### src/design/fsgh_pkg.sv
// shared constants and pair tables for the four star geometric hash
`default_nettype none
package fsgh_pkg;

  localparam int STARS     = 4;
  localparam int NUM_PAIRS = 6;
  localparam int LANES     = 4;
  localparam int OUT_W     = 16;
  localparam int DIV_STEPS = OUT_W;

  // pair scan order (1,0),(2,0),(2,1),(3,0),(3,1),(3,2)
  function automatic logic [1:0] pair_hi(input logic [2:0] k);
    logic [1:0] r;
    case (k)
      3'd0: r = 2'd1;
      3'd1: r = 2'd2;
      3'd2: r = 2'd2;
      3'd3: r = 2'd3;
      3'd4: r = 2'd3;
      default: r = 2'd3;
    endcase
    return r;
  endfunction

  function automatic logic [1:0] pair_lo(input logic [2:0] k);
    logic [1:0] r;
    case (k)
      3'd0: r = 2'd0;
      3'd1: r = 2'd0;
      3'd2: r = 2'd1;
      3'd3: r = 2'd0;
      3'd4: r = 2'd1;
      default: r = 2'd2;
    endcase
    return r;
  endfunction

endpackage
`default_nettype wire

### src/design/fsgh_div_lane.sv
// one lane: rounded, clamped fixed point quotient num/L over a restoring divider pipeline
`default_nettype none
module fsgh_div_lane import fsgh_pkg::*; #(
  parameter int CW = 16,
  parameter int FB = 14
) (
  input  logic                   clk_i,
  input  logic                   en_i,
  input  logic signed [2*CW+4:0] num_i,
  input  logic [2*CW:0]          l_i,
  output logic [OUT_W-1:0]       q_o
);

  localparam int LW = 2*CW+1;
  localparam int DW = LW+1;             // divisor 2L
  localparam int TW = 2*CW+FB+25;       // dividend with headroom
  localparam int RW = DW+OUT_W+1;       // remainder

  logic [RW-1:0] rem_q [DIV_STEPS+1];
  logic [DW-1:0] d_q [DIV_STEPS+1];
  logic [OUT_W-1:0] quo_q [DIV_STEPS+1];
  logic sat_hi_q [DIV_STEPS+1], sat_lo_q [DIV_STEPS+1];

  // offset dividend by 2^15 divisors so the quotient is unsigned
  logic signed [TW-1:0] t, hi, tp;
  logic [DW-1:0] d;
  always_comb begin
    d  = {l_i, 1'b0};
    hi = $signed({{(TW-DW-OUT_W+1){1'b0}}, d, {(OUT_W-1){1'b0}}});
    t  = (TW'(num_i) <<< (FB+1)) + $signed({{(TW-LW){1'b0}}, l_i});
    tp = t + hi;
  end

  always_ff @(posedge clk_i) begin
    if (en_i) begin
      rem_q[0]    <= tp[RW-1:0];
      d_q[0]      <= d;
      quo_q[0]    <= '0;
      sat_hi_q[0] <= (t >= hi);
      sat_lo_q[0] <= (t < -hi);
    end
  end

  for (genvar i = 0; i < DIV_STEPS; i++) begin : g_step
    logic [RW-1:0] sh;
    logic take;
    always_comb begin
      sh   = RW'(d_q[i]) << (DIV_STEPS-1-i);
      take = (rem_q[i] >= sh);
    end
    always_ff @(posedge clk_i) begin
      if (en_i) begin
        rem_q[i+1]    <= take ? rem_q[i] - sh : rem_q[i];
        d_q[i+1]      <= d_q[i];
        quo_q[i+1]    <= {quo_q[i][OUT_W-2:0], take};
        sat_hi_q[i+1] <= sat_hi_q[i];
        sat_lo_q[i+1] <= sat_lo_q[i];
      end
    end
  end

  always_comb begin
    if (sat_hi_q[DIV_STEPS]) begin
      q_o = {1'b0, {(OUT_W-1){1'b1}}};
    end else if (sat_lo_q[DIV_STEPS]) begin
      q_o = {1'b1, {(OUT_W-1){1'b0}}};
    end else begin
      q_o = {~quo_q[DIV_STEPS][OUT_W-1], quo_q[DIV_STEPS][OUT_W-2:0]};
    end
  end

endmodule
`default_nettype wire

### config.mk
export PLATFORM = sky130hd
export DESIGN_NAME = fsgh_div_lane
export DESIGN_NICKNAME = d
export VERILOG_FILES = /design/src/design/fsgh_pkg.sv /design/src/design/fsgh_div_lane.sv
export SDC_FILE = /design/constraint.sdc
export NUM_CORES = 2
export LEC_CHECK = 0
export BUFFER_PORTS_ARGS = -buffer_cell sky130_fd_sc_hd__buf_2
export CAP_MARGIN = 30
export CORE_UTILIZATION = 65
export CTS_CLUSTER_SIZE = 12
export DETAILED_ROUTE_END_ITERATION = 12
export PLACE_DENSITY_LB_ADDON = 0.08
export SYNTH_ARGS = -nofsm -noshare
export SYNTH_HDL_FRONTEND = slang
export SYNTH_SLANG_ARGS = --single-unit
### constraint.sdc
create_clock -name clk_i -period 13.2 [get_ports clk_i]
set_clock_uncertainty 0.05 [all_clocks]
set_input_delay 1.32 -clock clk_i [delete_from_list [all_inputs] [get_ports clk_i]]
set_output_delay 1.32 -clock clk_i [all_outputs]
set_load 0.02 [all_outputs]
### After elaboration in Yosys (flattened, before gate mapping)

Memory sizes are Yosys's and may differ from the RTL's.
Cells that the tools add are included.

* magnitude comparators: 18
* bitwise operators: 1
* mux-type cells: 20
* add/subtract/negate cells: 19

Operators with widths (count)
* $mux W51: 16
* $lt A53 B71 Y1: 1
* $neg A49 Y71: 1
* $add A52 B34 Y53: 1
* $ge A53 B50 Y1: 1
* $add A51 B50 Y51: 1
* $ge A51 B34 Y1: 1
* $ge A51 B35 Y1: 1
* $ge A51 B36 Y1: 1
* $ge A51 B37 Y1: 1
* $ge A51 B38 Y1: 1
* $ge A51 B39 Y1: 1
* $ge A51 B40 Y1: 1
* $ge A51 B41 Y1: 1
* $ge A51 B42 Y1: 1
* $ge A51 B43 Y1: 1
* $ge A51 B44 Y1: 1
* $ge A51 B45 Y1: 1
* $ge A51 B46 Y1: 1
* $ge A51 B47 Y1: 1
* $ge A51 B48 Y1: 1
* $ge A51 B49 Y1: 1
* $sub A51 B34 Y51: 1
* $sub A51 B35 Y51: 1
* other kinds (17): 19

* input bits: 72
* logic and storage cells: 63
* memories: 5
* register bits: 0
* RAM bits: 1751

Memories
* rem_q: words 17, bits a word 51, rd ports 16, clocked after memory_dff 0, write ports 17, RTL line fsgh_div_lane.sv:19 `logic [RW-1:0] rem_q [DIV_STEPS+1];`
* d_q: words 17, bits a word 34, rd ports 16, clocked after memory_dff 0, write ports 17, RTL line fsgh_div_lane.sv:20 `logic [DW-1:0] d_q [DIV_STEPS+1];`
* quo_q: words 17, bits a word 16, rd ports 17, clocked after memory_dff 0, write ports 17, RTL line fsgh_div_lane.sv:21 `logic [OUT_W-1:0] quo_q [DIV_STEPS+1];`
* sat_hi_q: words 17, bits a word 1, rd ports 17, clocked after memory_dff 0, write ports 17, RTL line fsgh_div_lane.sv:22 `logic sat_hi_q [DIV_STEPS+1], sat_lo_q [DIV_STEPS+1];`
* sat_lo_q: words 17, bits a word 1, rd ports 17, clocked after memory_dff 0, write ports 17, RTL line fsgh_div_lane.sv:22

### Depth between registers and ports, before layout

An unclocked memory read counts as a cell.

* depth in word-level cells: 4
* depth in mapped cells: 23
* depth with buffers taken out: 23

### Worst setup path before layout

No wires, ideal clock.

* path type: input to register
* from: in num_i[1]
* to: mem sat_lo_q[0][0], data pin
* stages: 21
* arrival: 5.791 ns
* path slack: 7.196 ns
* required time: 12.987 ns
* library setup time: 0.163 ns
* path buffers: 1
* cell sequence: ha_1 a211o_1 a2111oi_0 nor3_1 o21ai_0 a31oi_1 a21o_1 nor2b_1 clkbuf_1 a31oi_1 ha_1 a21o_1 a21oi_1 nor2b_1 o21ai_0 nand2b_1 a21oi_1 nor2b_1 o21ai_0 o2111ai_1 o221ai_1

RTL lines
* start: declaration: RTL line fsgh_div_lane.sv:9 `input logic signed [2*CW+4:0] num_i,`
* end: declaration: RTL line fsgh_div_lane.sv:22

==> reports/results.tsv <==
stage	metric	value	unit
status	status	complete, no violations	
floorplanning	site row count	131	
sta	final setup vio count	0	
global_routing	initial antenna violation count	3	
sta	total negative slack	0	ps
final_layout	layout cells sized above 1	0.0622	
sta	min Tclk post-route	6750	ps
place	Final GP Congestion	1.00	
power_and_ir_drop	Pwr Density	222	nW/um^2
critical_path	CP Cell Sequence	buf_2 -> ha_1 -> inv_1 -> fa_1 -> nand2b_1 -> a21oi_1 -> o2bb2ai_1 -> o21ai_0 -> a21oi_1 -> o21ai_1 -> nor2b_1 -> xor2_1 -> ha_1 -> nor2_1 -> nand3_1 -> nor2_1 -> nand2_1 -> nor3_1 -> o21ai_0 -> a211oi_1 -> o311ai_0 -> a2111o_1 -> o211ai_1	
floorplanning	Die Y	361	microns
power_and_ir_drop	leakage	0.0368	uW
clock_tree	H-tree Lvls	4	
clock_tree	setup bufs post-CTS	0	
hold_path	hold crit path type	reg2reg	
synthesis	cells after synthesis	7997	
sta	final hold vios	0	
clock_tree	clock tree from TritonCTS	yes	
drt	First-pass DRT Iterations	7	
floorplanning	Die X	361	microns
final_layout	Core Util, Final	0.711	
final_layout	Filler cells	9331	
critical_path	R2R Setup Slk	7770	ps
synthesis	most frequent cells after synthesis	1365 x edfxtp_1, 742 x inv_1, 667 x ha_1, 659 x a21oi_1, 586 x nand2_1	
global_routing	largest net degree at the start of global routing	193	
synthesis	Post-synth EDFFs	1365	
final_layout	Area Growth Syn to Fin	8.56	%
drt	via density per instance	6.28	
synthesis	register bit total from synthesis	1365	
global_routing	vias in the first global route	59300	
clock_tree	cts hold-fix bufs	0	
clock_tree	clock tree buffer depth	3	
place	post-place setup slack	5840	ps
final_layout	Ant. Diodes	0	
flow_run	total of max-cap violations	0	
final_layout	design area	90800	sq um
critical_path	CP Launch Type	input pin	
clock_tree	CTS Buf Count	151	
synthesis	Synth cell types	83	
synthesis	syn nets	8753	
place	DP Area	85900	sq um
sta	max_slew headroom	0.279	
clock_tree	post-CTS sizing	0	
clock_tree	CTS Sinks	1365	
drt	via count	61900	
place	DP Wirelength	162000	microns
sta	Fmax	148	MHz
global_routing	first-pass GRT wire length	327000	microns
sta	worst hold slack	359	ps
synthesis	Yosys top cell area share	0.490	
floorplanning	# IOs	88	
global_routing	Total GRT Usage	0.319	
critical_path	CP required	13760	ps
sta	RSZ-0062 raised after global routing	false	
clock_tree	Clock Latency Late Sink	790	ps
synthesis	register area share after synthesis	0.490	
synthesis	Main synth FF type	edfxtp_1	
critical_path	largest stage delay on the critical path	570	ps
synthesis	top post-synthesis cells by area	edfxtp_1 49%, ha_1 10%, a21oi_1 3.9%	
sta	Final period util	0.511	
sta	post-route setup slack	6450	ps
synthesis	synth warn	0	
floorplanning	Starting Density	0.655	
clock_tree	root buffer cell	clkbuf_16	
final_layout	nets	8849	
drt	routed wire length	211000	microns
critical_path	kind of end point of the critical path	flip-flop	
synthesis	Yosys top cell by area	edfxtp_1	
global_routing	GRT overflow	0	
synthesis	Synth Area per Inst	10.5	sq um
clock_tree	Clk pin slew, worst setup/hold paths	60	ps
synthesis	most frequent cell after synthesis	edfxtp_1	
place	buffers added on ports	87	
synthesis	Mapped Area	83700	sq um
drt	ANT nets after route	0	
sta	slew of the pin with the lowest slew margin	1050	ps
floorplanning	Core Region	128000	sq um
critical_path	largest fanout on the critical path	8	
drt	Starting DRT DRC Count	6050	
critical_path	critical path arrival	7310	ps
critical_path	slowest CP cell	o21ai_1	
floorplanning	die area	130000	sq um
drt	DRC Markers	0	
sta	final slew viol count	0	
synthesis	asr flop ratio synth	0	
critical_path	crit path kind	in2reg	
power_and_ir_drop	peak supply drop	142	uV
drt	DR WL/cell	21.4	microns
==> cell families after synthesis <==
kind of cell / count (synthesis) / share of synthesized area
AOI/OAI and AO/OA: 2122 / 0.158
xor gates and xnor gates: 624 / 0.0653
adders and majority gates: 684 / 0.104
buffers and inverters: 934 / 0.0423
DFF: 1365 / 0.490
muxes: 104 / 0.0138
and+or+nand+nor: 2164 / 0.127
==> final timing paths <==
path | cells past startpoint | to | from
max | 23 | rem_q[0][49] | l_i[15]
min | 0 | quo_q[1][107] | quo_q[1][90]
max reg2reg | 14 | rem_q[0][631] | rem_q[0][566]
min reg2reg | 0 | quo_q[1][107] | quo_q[1][90]
==> critical path: cells and delay by family <==
| family | cells | cell delay [ps] |
|---|---|---|
| buf+inv | 2 | 240 |
| xor+xnor | 1 | 350 |
| compound gates | 10 | 2840 |
| fa+ha+maj | 3 | 970 |
| simple gates | 7 | 1570 |
==> routing by layer <==
metal	part of all wire	global-route usage	vias up	wire [microns]
met3	0.058	0.0473	515	12200
met4	0.043	0.136	0	8970
met1	0.41	0.403	29700	85900
met5	0	0	-	0
li1	-	-	29600	-
met2	0.49	0.546	2101	104000
==> flip-flops by register name, indices dropped and copies added, names as in the netlist <==
name and cells:
d_q 379, quo_q 136, rem_q 816, sat_hi_q 17
sat_lo_q 17
==> where the power goes <==
group          switching (uW)  internal (uW)  total [uW]
logic                    5080           3680        8750
registers                 851           6400        7250
clock network            1750           2390        4140
total                    7680          12500       20100
==> cell type report <==
cell class,instances,area (sq um),area share
Sequential cell,1365,41000,0.451
Multi-Input combinational cell,5698,39200,0.432
Timing Repair Buffer,132,876,0.00964
Inverter,745,2800,0.0308
Clock inverter,75,936,0.0103
Clock buffer,179,3910,0.0430
Tap cell,1662,2080,0.0229
==> placed cells by master, fill, tap and decap left out, drive strengths merged, types with 152 or more instances in the layout <==
cell type / count
a21o: 328
a21oi: 659
clkbuf: 179
edfxtp: 1365
ha: 667
inv: 750
nand2: 586
nand3: 152
nor2: 524
nor3: 186
o21ai: 532
xnor2: 356
xor2: 268
==> per-stage QoR <==
stage	power, uW	std cells
CTS	20100	9854
finish	20100	9856
detailed placement	15900	9600
global placement	15700	9593
global route	21300	9856
floorplan	13500	7997
(Power assumes the default switching activity.)
